===== config.mk =====
export PLATFORM = sky130hd
export DESIGN_NAME = quicksort_with_op_counts_unit
export DESIGN_NICKNAME = d
export VERILOG_FILES = /design/src/rtl/qsoc_pkg.sv /design/src/rtl/qsoc_ram.sv /design/src/rtl/quicksort_with_op_counts_unit.sv
export SDC_FILE = /design/constraint.sdc
export NUM_CORES = 2
export LEC_CHECK = 0
export ABC_AREA = 1
export BUFFER_PORTS_ARGS = -buffer_cell sky130_fd_sc_hd__buf_2
export CAP_MARGIN = 25
export CORE_MARGIN = 2
export CORE_UTILIZATION = 50
export DETAILED_ROUTE_END_ITERATION = 12
export GPL_TIMING_DRIVEN = 0
export PLACE_DENSITY = 0.77
export SKIP_CTS_REPAIR_TIMING = 1
export SLEW_MARGIN = 10
export SYNTH_ARGS = -nofsm -noshare
export SYNTH_HDL_FRONTEND = slang
export SYNTH_SLANG_ARGS = --single-unit

===== constraint.sdc =====
create_clock -name clk -period 7.8 [get_ports clk]
set_input_delay 0 -clock clk [delete_from_list [all_inputs] [get_ports clk]]
set_output_delay 0 -clock clk [all_outputs]
set_load 0.05 [all_outputs]

===== src/rtl/qsoc_pkg.sv =====
`timescale 1ns / 1ps
// ----------------------------------------------------------------------------
// qsoc_pkg
// Shared widths, limits and defaults of the quicksort unit.
// ----------------------------------------------------------------------------
package qsoc_pkg;

    localparam int DEF_MAX_ELEMENTS = 32;
    localparam int DEF_VALUE_WIDTH  = 32;

    localparam int DATA_W      = 32;
    localparam int CMP_W       = 12;
    localparam int MOV_W       = 8;
    localparam int OUT_PAD_W   = 4;
    localparam int OUT_TDATA_W = DATA_W + CMP_W + MOV_W + OUT_PAD_W;

    localparam logic [CMP_W-1:0] CMP_MAX = '1;
    localparam logic [MOV_W-1:0] MOV_MAX = '1;

endpackage


===== src/rtl/qsoc_ram.sv =====
`timescale 1ns / 1ps
// ----------------------------------------------------------------------------
// qsoc_ram
// Generic single-write, single-read RAM with registered read data.
// ----------------------------------------------------------------------------
module qsoc_ram #(
    parameter int WIDTH = 32,
    parameter int DEPTH = 32,
    parameter int AW    = (DEPTH > 1) ? $clog2(DEPTH) : 1
) (
    input  logic             clk,
    input  logic             we,
    input  logic [AW-1:0]    waddr,
    input  logic [WIDTH-1:0] wdata,
    input  logic [AW-1:0]    raddr,
    output logic [WIDTH-1:0] rdata
);

    logic [WIDTH-1:0] mem [DEPTH];

    always_ff @(posedge clk)
    begin
        if (we)
        begin
            mem[waddr] <= wdata;
        end
        rdata <= mem[raddr];
    end

endmodule


===== src/rtl/quicksort_with_op_counts_unit.sv =====
`timescale 1ns / 1ps
// load: one input item per cycle; the unit stays ready until the last item is taken
// sort: comparisons read the element RAM through its single read port, and a comparison
// is also counted where a bound ends a scan; swaps and pivot moves use its write port
// emit: each result item is read from the element RAM and held until the sink takes it
// reset: asynchronous, empty set and zero counts; RAM contents are not cleared
// ----------------------------------------------------------------------------
// quicksort_with_op_counts_unit
// Loads a set of signed values, sorts it by quicksort with an explicit range
// stack, and emits the sorted values with comparison and swap counts.
// ----------------------------------------------------------------------------
module quicksort_with_op_counts_unit #(
    parameter int MAX_ELEMENTS = qsoc_pkg::DEF_MAX_ELEMENTS,
    parameter int VALUE_WIDTH  = qsoc_pkg::DEF_VALUE_WIDTH
) (
    input  logic                             clk,
    input  logic                             rst_n,
    input  logic                             s_tvalid,
    output logic                             s_tready,
    input  logic [qsoc_pkg::DATA_W-1:0]      s_tdata,   // value
    input  logic                             s_tlast,
    output logic                             m_tvalid,
    input  logic                             m_tready,
    output logic [qsoc_pkg::OUT_TDATA_W-1:0] m_tdata,   // sorted_value, compare_total, move_total
    output logic                             m_tlast
);

    import qsoc_pkg::*;

    localparam int AW = $clog2(MAX_ELEMENTS);
    localparam int CW = $clog2(MAX_ELEMENTS + 1);
    localparam int IW = AW + 2;
    localparam int VW = VALUE_WIDTH;

    typedef enum logic [4:0] {
        ST_LOAD,
        ST_INIT,
        ST_POP,
        ST_POP_WAIT,
        ST_PIV_WAIT,
        ST_OUTER,
        ST_SCAN_I,
        ST_CMP_I,
        ST_SCAN_J,
        ST_CMP_J,
        ST_SWAP_A,
        ST_SWAP_B,
        ST_FIN_A,
        ST_FIN_B,
        ST_PUSH_A,
        ST_PUSH_B,
        ST_EMIT_RD,
        ST_EMIT_WAIT,
        ST_EMIT_HOLD
    } state_t;

    state_t                 state_reg, state_next;
    logic [CW-1:0]          count_reg, count_next;
    logic [CW-1:0]          sp_reg, sp_next;
    logic [AW-1:0]          lo_reg, lo_next;
    logic [AW-1:0]          hi_reg, hi_next;
    logic signed [IW-1:0]   i_reg, i_next;
    logic signed [IW-1:0]   j_reg, j_next;
    logic [VW-1:0]          pivot_reg, pivot_next;
    logic [VW-1:0]          vi_reg, vi_next;
    logic [VW-1:0]          vj_reg, vj_next;
    logic [CMP_W-1:0]       cmp_reg, cmp_next;
    logic [MOV_W-1:0]       mov_reg, mov_next;
    logic [AW-1:0]          k_reg, k_next;
    logic                   m_tvalid_reg, m_tvalid_next;
    logic                   m_last_reg, m_last_next;
    logic [DATA_W-1:0]      m_value_reg, m_value_next;

    logic                   st_we;
    logic [AW-1:0]          st_waddr;
    logic [VW-1:0]          st_wdata;
    logic [AW-1:0]          st_raddr;
    logic [VW-1:0]          st_rdata;

    logic                   stk_we;
    logic [AW-1:0]          stk_waddr;
    logic [2*AW-1:0]        stk_wdata;
    logic [AW-1:0]          stk_raddr;
    logic [2*AW-1:0]        stk_rdata;

    logic                   cmp_inc;
    logic                   mov_inc;
    logic [VW-1:0]          in_value;
    logic [DATA_W-1:0]      out_value;
    logic signed [IW-1:0]   lo_s, hi_s;
    logic signed [IW-1:0]   push_lo, push_hi;
    logic                   left_first;
    logic                   do_push;
    logic                   stack_room;

    function automatic logic stack_room_load(input logic [CW-1:0] cnt);
        stack_room_load = cnt < CW'(MAX_ELEMENTS);
    endfunction

    generate
        if (VW >= DATA_W)
        begin : g_wide
            assign in_value  = VW'(s_tdata);
            assign out_value = st_rdata[DATA_W-1:0];
        end
        else
        begin : g_narrow
            assign in_value  = s_tdata[VW-1:0];
            assign out_value = {{(DATA_W - VW){st_rdata[VW-1]}}, st_rdata};
        end
    endgenerate

    assign lo_s       = $signed({2'b00, lo_reg});
    assign hi_s       = $signed({2'b00, hi_reg});
    assign left_first = (j_reg - lo_s) > (hi_s - j_reg);
    assign stack_room = sp_reg < CW'(MAX_ELEMENTS);

    // first push takes the larger side, second the smaller
    always_comb
    begin
        if ((state_reg == ST_PUSH_A) == left_first)
        begin
            push_lo = lo_s;
            push_hi = j_reg - IW'(1);
        end
        else
        begin
            push_lo = j_reg + IW'(1);
            push_hi = hi_s;
        end
    end

    assign do_push   = (push_lo < push_hi) && stack_room;
    assign stk_raddr = AW'(sp_reg - CW'(1));

    always_comb
    begin
        state_next    = state_reg;
        count_next    = count_reg;
        sp_next       = sp_reg;
        lo_next       = lo_reg;
        hi_next       = hi_reg;
        i_next        = i_reg;
        j_next        = j_reg;
        pivot_next    = pivot_reg;
        vi_next       = vi_reg;
        vj_next       = vj_reg;
        k_next        = k_reg;
        m_tvalid_next = m_tvalid_reg;
        m_last_next   = m_last_reg;
        m_value_next  = m_value_reg;
        cmp_inc       = 1'b0;
        mov_inc       = 1'b0;
        st_we         = 1'b0;
        st_waddr      = count_reg[AW-1:0];
        st_wdata      = in_value;
        st_raddr      = i_reg[AW-1:0];
        stk_we        = 1'b0;
        stk_waddr     = sp_reg[AW-1:0];
        stk_wdata     = {push_hi[AW-1:0], push_lo[AW-1:0]};

        unique case (state_reg)
            ST_LOAD:
            begin
                if (s_tvalid)
                begin
                    if (stack_room_load(count_reg))
                    begin
                        st_we      = 1'b1;
                        count_next = count_reg + CW'(1);
                    end
                    if (s_tlast)
                    begin
                        state_next = ST_INIT;
                    end
                end
            end
            ST_INIT:
            begin
                if (count_reg > CW'(1))
                begin
                    stk_we    = 1'b1;
                    stk_waddr = '0;
                    stk_wdata = {AW'(count_reg - CW'(1)), AW'(0)};
                    sp_next   = CW'(1);
                end
                else
                begin
                    sp_next = '0;
                end
                state_next = ST_POP;
            end
            ST_POP:
            begin
                if (sp_reg == '0)
                begin
                    k_next     = '0;
                    state_next = ST_EMIT_RD;
                end
                else
                begin
                    sp_next    = sp_reg - CW'(1);
                    state_next = ST_POP_WAIT;
                end
            end
            ST_POP_WAIT:
            begin
                lo_next    = stk_rdata[AW-1:0];
                hi_next    = stk_rdata[2*AW-1:AW];
                st_raddr   = stk_rdata[AW-1:0];
                state_next = ST_PIV_WAIT;
            end
            ST_PIV_WAIT:
            begin
                pivot_next = st_rdata;
                i_next     = lo_s + IW'(1);
                j_next     = hi_s;
                state_next = ST_OUTER;
            end
            ST_OUTER:
            begin
                state_next = (i_reg <= j_reg) ? ST_SCAN_I : ST_FIN_A;
            end
            ST_SCAN_I:
            begin
                st_raddr = i_reg[AW-1:0];
                if (i_reg <= hi_s)
                begin
                    state_next = ST_CMP_I;
                end
                else
                begin
                    cmp_inc    = 1'b1;
                    state_next = ST_SCAN_J;
                end
            end
            ST_CMP_I:
            begin
                cmp_inc = 1'b1;
                if ($signed(st_rdata) <= $signed(pivot_reg))
                begin
                    i_next     = i_reg + IW'(1);
                    state_next = ST_SCAN_I;
                end
                else
                begin
                    vi_next    = st_rdata;
                    state_next = ST_SCAN_J;
                end
            end
            ST_SCAN_J:
            begin
                st_raddr = j_reg[AW-1:0];
                if (j_reg >= lo_s)
                begin
                    state_next = ST_CMP_J;
                end
                else
                begin
                    cmp_inc    = 1'b1;
                    state_next = (i_reg < j_reg) ? ST_SWAP_A : ST_OUTER;
                end
            end
            ST_CMP_J:
            begin
                cmp_inc = 1'b1;
                if ($signed(st_rdata) > $signed(pivot_reg))
                begin
                    j_next     = j_reg - IW'(1);
                    state_next = ST_SCAN_J;
                end
                else
                begin
                    vj_next    = st_rdata;
                    state_next = (i_reg < j_reg) ? ST_SWAP_A : ST_OUTER;
                end
            end
            ST_SWAP_A:
            begin
                st_we      = 1'b1;
                st_waddr   = i_reg[AW-1:0];
                st_wdata   = vj_reg;
                state_next = ST_SWAP_B;
            end
            ST_SWAP_B:
            begin
                st_we      = 1'b1;
                st_waddr   = j_reg[AW-1:0];
                st_wdata   = vi_reg;
                mov_inc    = 1'b1;
                state_next = ST_OUTER;
            end
            ST_FIN_A:
            begin
                if (lo_s < j_reg)
                begin
                    st_we      = 1'b1;
                    st_waddr   = lo_reg;
                    st_wdata   = vj_reg;
                    state_next = ST_FIN_B;
                end
                else
                begin
                    state_next = ST_PUSH_A;
                end
            end
            ST_FIN_B:
            begin
                st_we      = 1'b1;
                st_waddr   = j_reg[AW-1:0];
                st_wdata   = pivot_reg;
                mov_inc    = 1'b1;
                state_next = ST_PUSH_A;
            end
            ST_PUSH_A:
            begin
                if (do_push)
                begin
                    stk_we  = 1'b1;
                    sp_next = sp_reg + CW'(1);
                end
                state_next = ST_PUSH_B;
            end
            ST_PUSH_B:
            begin
                if (do_push)
                begin
                    stk_we  = 1'b1;
                    sp_next = sp_reg + CW'(1);
                end
                state_next = ST_POP;
            end
            ST_EMIT_RD:
            begin
                st_raddr   = k_reg;
                state_next = ST_EMIT_WAIT;
            end
            ST_EMIT_WAIT:
            begin
                m_value_next  = out_value;
                m_last_next   = (CW'(k_reg) + CW'(1)) == count_reg;
                m_tvalid_next = 1'b1;
                state_next    = ST_EMIT_HOLD;
            end
            ST_EMIT_HOLD:
            begin
                if (m_tready)
                begin
                    m_tvalid_next = 1'b0;
                    if (m_last_reg)
                    begin
                        count_next = '0;
                        sp_next    = '0;
                        k_next     = '0;
                        state_next = ST_LOAD;
                    end
                    else
                    begin
                        k_next     = k_reg + AW'(1);
                        state_next = ST_EMIT_RD;
                    end
                end
            end
            default:
            begin
                state_next = ST_LOAD;
            end
        endcase

        cmp_next = cmp_reg;
        mov_next = mov_reg;
        if (state_reg == ST_EMIT_HOLD && m_tready && m_last_reg)
        begin
            cmp_next = '0;
            mov_next = '0;
        end
        else
        begin
            if (cmp_inc && cmp_reg != CMP_MAX)
            begin
                cmp_next = cmp_reg + CMP_W'(1);
            end
            if (mov_inc && mov_reg != MOV_MAX)
            begin
                mov_next = mov_reg + MOV_W'(1);
            end
        end
    end

    always_ff @(posedge clk or negedge rst_n)
    begin
        if (!rst_n)
        begin
            state_reg    <= ST_LOAD;
            count_reg    <= '0;
            sp_reg       <= '0;
            lo_reg       <= '0;
            hi_reg       <= '0;
            i_reg        <= '0;
            j_reg        <= '0;
            pivot_reg    <= '0;
            vi_reg       <= '0;
            vj_reg       <= '0;
            cmp_reg      <= '0;
            mov_reg      <= '0;
            k_reg        <= '0;
            m_tvalid_reg <= 1'b0;
            m_last_reg   <= 1'b0;
            m_value_reg  <= '0;
        end
        else
        begin
            state_reg    <= state_next;
            count_reg    <= count_next;
            sp_reg       <= sp_next;
            lo_reg       <= lo_next;
            hi_reg       <= hi_next;
            i_reg        <= i_next;
            j_reg        <= j_next;
            pivot_reg    <= pivot_next;
            vi_reg       <= vi_next;
            vj_reg       <= vj_next;
            cmp_reg      <= cmp_next;
            mov_reg      <= mov_next;
            k_reg        <= k_next;
            m_tvalid_reg <= m_tvalid_next;
            m_last_reg   <= m_last_next;
            m_value_reg  <= m_value_next;
        end
    end

    // element store
    qsoc_ram #(
        .WIDTH (VW),
        .DEPTH (MAX_ELEMENTS),
        .AW    (AW)
    ) u_elem_ram (
        .clk   (clk),
        .we    (st_we),
        .waddr (st_waddr),
        .wdata (st_wdata),
        .raddr (st_raddr),
        .rdata (st_rdata)
    );

    // pending ranges, {hi, lo}
    qsoc_ram #(
        .WIDTH (2 * AW),
        .DEPTH (MAX_ELEMENTS),
        .AW    (AW)
    ) u_stack_ram (
        .clk   (clk),
        .we    (stk_we),
        .waddr (stk_waddr),
        .wdata (stk_wdata),
        .raddr (stk_raddr),
        .rdata (stk_rdata)
    );

    assign s_tready = (state_reg == ST_LOAD);
    assign m_tvalid = m_tvalid_reg;
    assign m_tlast  = m_last_reg;
    assign m_tdata  = {{OUT_PAD_W{1'b0}}, mov_reg, cmp_reg, m_value_reg};

endmodule

-- Word-level counts from Yosys, hierarchy flattened
Memories as Yosys holds them, arrays and structs flattened. A register that Yosys moved wholly into a read port is not among the register bits.
Cells that the tools add are included.
- bits in registers: 196
- RAM bits: 1344
- output and inout bits: 59
- memories: 2
- memory list (memory ; depth ; width ; rd ports ; clocked after Yosys merged registers in ; wr ports ; RTL line ; source):
    u_elem_ram.mem ; 32 ; 32 ; 1 ; 1 ; 1 ; qsoc_ram.sv:19 ; logic [WIDTH-1:0] mem [DEPTH];
    u_stack_ram.mem ; 32 ; 10 ; 1 ; 1 ; 1 ; qsoc_ram.sv:19 ;
- $add $sub $neg: 14
- $lt $le $gt $ge: 12
- equal/unequal tests: 32
- multiplexer cells: 62
- bitwise logic cells: 2
- reductions and logical operators: 30
- operator list (operator ; count):
    32-bit one-hot mux with 4 select lines ; 1
    5-bit one-hot mux with 17 select lines ; 1
    5-bit two-way mux ; 11
    5-bit by 4-bit == test with 1-bit output (second input constant) ; 8
    6-bit two-way mux ; 6
    32-bit greater-than comparator ; 1
    32-bit <= comparator ; 1
    32-bit two-way mux ; 1
    5-bit one-hot mux with 3 select lines ; 2
    7-bit two-way mux ; 4
    7-bit one-hot mux with 2 select lines ; 2
    12-bit two-way mux ; 2
    4-bit two-way mux ; 6
    6-bit one-hot mux with 4 select lines ; 1
    5-bit by 3-bit == test with 1-bit output (second input constant) ; 4
    10-bit two-way mux ; 2
    8-bit two-way mux ; 2
    5-bit == test (second input constant) ; 3
    7-bit by 2-bit adder with 7-bit output (second input constant) ; 2
    7-bit less-than comparator ; 2
    1-bit two-way mux ; 14
    2-bit != test (second input constant) ; 7
    2-bit nonzero test ; 7
    12-bit by 1-bit adder with 12-bit output (second input constant) ; 1
    other kinds (38) ; 61

-- Logic depth before layout (Yosys ltp)
- depth in word-level cells: 10
- mapped depth: 35

-- Cells and area by module
A second synthesis with hierarchy kept.
- cell total of the unflattened synthesis: 6208
- area, all modules: 67638.6 sq um
- modules (own cells, without submodules) (module ; times used ; cells each ; area each (sq um)):
    qsoc_ram (u_elem_ram) ; 1 ; 3536 ; 42405.7
    qsoc_ram (u_stack_ram) ; 1 ; 1140 ; 13330.3
    quicksort_with_op_counts_unit ; 1 ; 1532 ; 11902.7

-- Worst setup path after synthesis
Ideal clock, no wire load.
- path type: register to register
- start: register j_reg[0]
- end: memory u_stack_ram.mem[6][0] in the netlist's numbering, enable pin
- setup time: 392 ps
- arrival time: 5074 ps
- setup slack: 2334 ps
- cell stages (with the launch flop): 27
- period minus slack after synthesis: 5466 ps
- cell sequence: dfrtp_1 inv_1 ha_1 inv_1 fa_1 a221o_1 a211oi_1 xor2_1 ha_1 nand2_1 inv_1 a21oi_1 nand3_1 nand2_1 nand3_1 nand2_1 buf_2 clkbuf_1 o21ai_0 ha_1 a21oi_1 nand2_1 nand2_1 nand2_1 nand2_1 nand3_1 nor3b_1
- longest elaborated chain between the ends: 10
- elaborated cells on any way between the ends: 14
- those cells by class: add/sub (4); order compare (2); eq/ne (1); mux (6); reduce/logical (1)
- RTL lines (element ; RTL line ; source):
    start: declaration ; quicksort_with_op_counts_unit.sv:63 ; logic signed [IW-1:0] j_reg, j_next;
    start signal: assignment ; quicksort_with_op_counts_unit.sv:419 ; j_reg <= j_next;
    7-bit by 6-bit subtractor with 7-bit output or 6-bit by 7-bit subtractor with 7-bit output (tied branches) ; quicksort_with_op_counts_unit.sv:115 ; assign left_first = (j_reg - lo_s) > (hi_s - j_reg);
    7-bit greater-than comparator ; quicksort_with_op_counts_unit.sv:115 ;
    1-bit == test ; quicksort_with_op_counts_unit.sv:121 ; if ((state_reg == ST_PUSH_A) == left_first)
    7-bit two-way mux ; quicksort_with_op_counts_unit.sv:121 ;
    7-bit less-than comparator * ; quicksort_with_op_counts_unit.sv:133 ; assign do_push = (push_lo < push_hi) && stack_room;
    1-bit logical AND * ; quicksort_with_op_counts_unit.sv:133 ;
    1-bit two-way mux * ; quicksort_with_op_counts_unit.sv:317, quicksort_with_op_counts_unit.sv:326 ;
    1-bit one-hot mux with 2 select lines * ; quicksort_with_op_counts_unit.sv:162 ; unique case (state_reg)
    1-bit two-way mux * ; qsoc_ram.sv:23 ; if (we)
    1-bit two-way mux (not written as such) * ; qsoc_ram.sv:25 ; mem[waddr] <= wdata;
    end: declaration ; qsoc_ram.sv:19 ;
Every way passes the cells marked *; elsewhere a longest branch is shown, timed or not.

-- Worst setup path in the final report
- start: register j_reg[0]
- end: memory u_stack_ram.mem[31][0] in the netlist's numbering, enable pin
The elaborated chain is that of the path after synthesis.

==> impl_results.md <==
* Top post-synthesis cells by area: edfxtp_1 (61%), dfrtp_1 (7.4%), o21ai_0 (4.1%)
* Port buffer count at 91
* Dpl hpwl at 130,400 microns
* Startpoint Class: flop
* Post-Place Cell Area at around 71,000 sq um
* Status: finished, final reports clean
* Post-route cell area at around 76,000 sq um
* H-tree lvl count at 4
* Post-Syn Instances at ~5,300
* Min Tclk post-route at roughly 7000 ps
* Part of the cycle the worst path needs at 0.9232
* Yosys top cell by area: edfxtp_1
* Post-synthesis sequential area ratio at 0.6934
* Final Max Tran Viols at 0
* Clk_skew at about 72 ps
* Post-synth top area share at 0.6070
* First-pass GRT wire length at around 280,000 microns
* Vias in the first global route at 45,414
* Hold Vio Cnt, Final at 0
* Synthesized area per cell at roughly 12 sq um
* Die width at approximately 370 microns
* Die height at 368.7 microns
* Largest fanout on the critical path at 10
* Drt drc at 0
* FMAX at 0.1389 GHz
* Synth top cells by count: edfxtp_1 (1,344), nor2_1 (599), nand2_1 (551), o21ai_0 (543), o211ai_1 (306)
* Core area at 131,800 sq um
* Initial Util at 0.5045
* Worst stage delay on the critical path at 900 ps
* Post-synth cell types at slightly below 60
* Final worst slack at 599.0 ps
* Inst Count DP at a little over 7,000
* Warnings from Yosys at 0
* Clock Path Buffers at 3
* Critical Path RT at roughly 8200 ps
* CTS tree: done
* RSZ-0062 raised after global routing: no
* Antenna violations before repair at 7
* Async set-reset flop share out of synthesis at 0.1239
* Count leader, synth: edfxtp_1
* Nets at approximately 5,800
* Layout area overhead at 14.18%
* Biggest registers after layout: u_elem_ram.mem x1024, u_stack_ram.mem x320
* Area occupied by multi-input gates at between 15,000 and 20,000 sq um
* Slew headroom at 0.2537
* Slowest cell on the critical path: nor2_1
* GRT Total Usage at 0.2796
* Worst Setup End Kind: flop
* Seq cells post-synth at between 1,500 and 2,000
* Final ANT Viol Nets at 0
* Pin count of the biggest net entering global routing at between 80 and 90
* Drt first-iter violations at 6,991
* Largest Register: u_elem_ram.mem
* Layout cells sized above 1 at 0.1501
* Worst hold margin at approximately 64 ps
* First-pass DRT Iterations at 8
* Slew of the pin with the lowest slew margin at 1116 ps
* Worst Setup Path Type: flop to flop
* Total routed wirelength at between 150,000 and 200,000 microns
* Crit path top cell by count: nand2_1
* Total die area at between 100,000 and 150,000 sq um
* Gp weighted congestion at between 0.9 and 1
* Max FFs per register at roughly 1,000
* Clk sinks at ~1,600
* FILL cells at between 10,000 and 15,000
* Via/cell ratio at 6.166
* Synthesized cell area at between 60,000 and 70,000 sq um
* WP data arrival at 7610 ps
* Post-place setup slack at 734.0 ps
* Rows at 133
* Clk_lat worst skew at 820 ps
* Num CTS Buffers at between 150 and 200
* Max cap viols at 0
* Seq. cell area at ~46,000 sq um
* Root buffer selected by CTS: clkbuf_16
* Number of synthesized flops with an enable pin at between 1,000 and 1,500
* Drt wl/cell at around 25 microns
* # setup viols final at 0
* Ys flop type: edfxtp_1
* Hold Crit Class: input port to flop
* Total gr overflow at 0
* Io pins at 96
* Clock transition at the registers of the reported paths at ~60 ps
* Non-filler cells, final at around 7,500
* Vias at ~46,000
-- stage by stage --
stage | setup TNS [ps] | utilization
finish | 0 | 0.5760
global placement | -5896 | 0.5247
global route | 0 | 0.5760
detailed placement | 0 | 0.5361
CTS | 0 | 0.5745
floorplan | 0 | -
-- critical path: cells and delay by family, from the launching register on --
kind	cells	cell delay, ps
AND/OR/NAND/NOR	14	2620
buffers and inverters	5	960
adder cells (fa/ha/maj)	4	1270
AO/OA/AOI/OAI	5	1240
flip-flops	1	520
XOR/XNOR	1	180
-- area by class of cell --
class                      count  share of cell area
antenna                        2          0.00006593
buffer                       340             0.02134
clock buffer                 187             0.05383
clock inverter                89             0.01272
inverter                     236             0.01177
multi-input combinational   3187              0.2412
sequential                  1582              0.6073
tap                         1755             0.02893
timing repair buffer         150             0.02278
-- cells by family (layout without fill, tap and decap cells) --
logic type,count (synthesis),after routing,synth area share
muxes,31,31,0.004667
buffers and inverters,576,1002,0.03781
AOI/OAI and AO/OA,1350,1350,0.1328
and+or+nand+nor,1687,1687,0.1114
other,1,6,0.00005640
xor gates and xnor gates,36,36,0.004742
DFF,1582,1582,0.6934
adders and majority gates,79,79,0.01509
-- path summary, 6_finish.rpt --
check | slack [ps] | from | depth (start not counted) | end
max in group asynchronous | 6710 | rst_n | 5 | cmp_reg[10]$_DFFE_PN0P_
worst min register to register | 450 | u_stack_ram.rdata[9]$_DFF_P_ | 2 | hi_reg[4]$_DFFE_PN0N_
worst min-delay path | 60 | m_tready | 5 | m_tvalid$_DFFE_PN0P_
worst max-delay path | 600 | j_reg[0]$_DFFE_PN0P_ | 29 | u_stack_ram.mem[31][0]$_DFFE_PP_
worst max register to register | 600 | j_reg[0]$_DFFE_PN0P_ | 29 | u_stack_ram.mem[31][0]$_DFFE_PP_
min in group asynchronous | 280 | rst_n | 4 | vj_reg[24]$_DFFE_PN0P_
-- metal layers --
| metal | vias to the layer above | GRT usage | share of wire |
|---|---|---|---|
| li1 | 20267 | - | - |
| met1 | 22459 | 0.3604 | 0.36 |
| met2 | 3096 | 0.4385 | 0.46 |
| met3 | 589 | 0.06180 | 0.12 |
| met4 | 6 | 0.1608 | 0.064 |
| met5 | - | 0 | 0.00019 |
-- cells in the final DEF, fill, tap and decap left out, drive strengths merged, types with 3 or more instances in the layout --
cell	count
nand3b	4
a211oi	3
ha	77
o21ai	650
clkinvlp	8
xor2	29
nor4	6
dfxtp	42
nand4	17
or2	256
buf	286
o32ai	51
a22oi	23
dlygate4sd3	9
o21a	20
o22ai	20
nor3	27
clkbuf	382
nor2	602
nand3	220
o21bai	4
o2111ai	3
dfrtp	196
nand2	553
clkinv	67
edfxtp	1344
mux2i	31
o211ai	352
a31oi	14
a21oi	59
bufinv	13
a221o	15
inv	237
o221ai	129
conb	4
xnor2	7
Power is left out: the tool's default activity adds up to more than one toggle a clock period on the data nets, which glitch-free logic cannot reach.
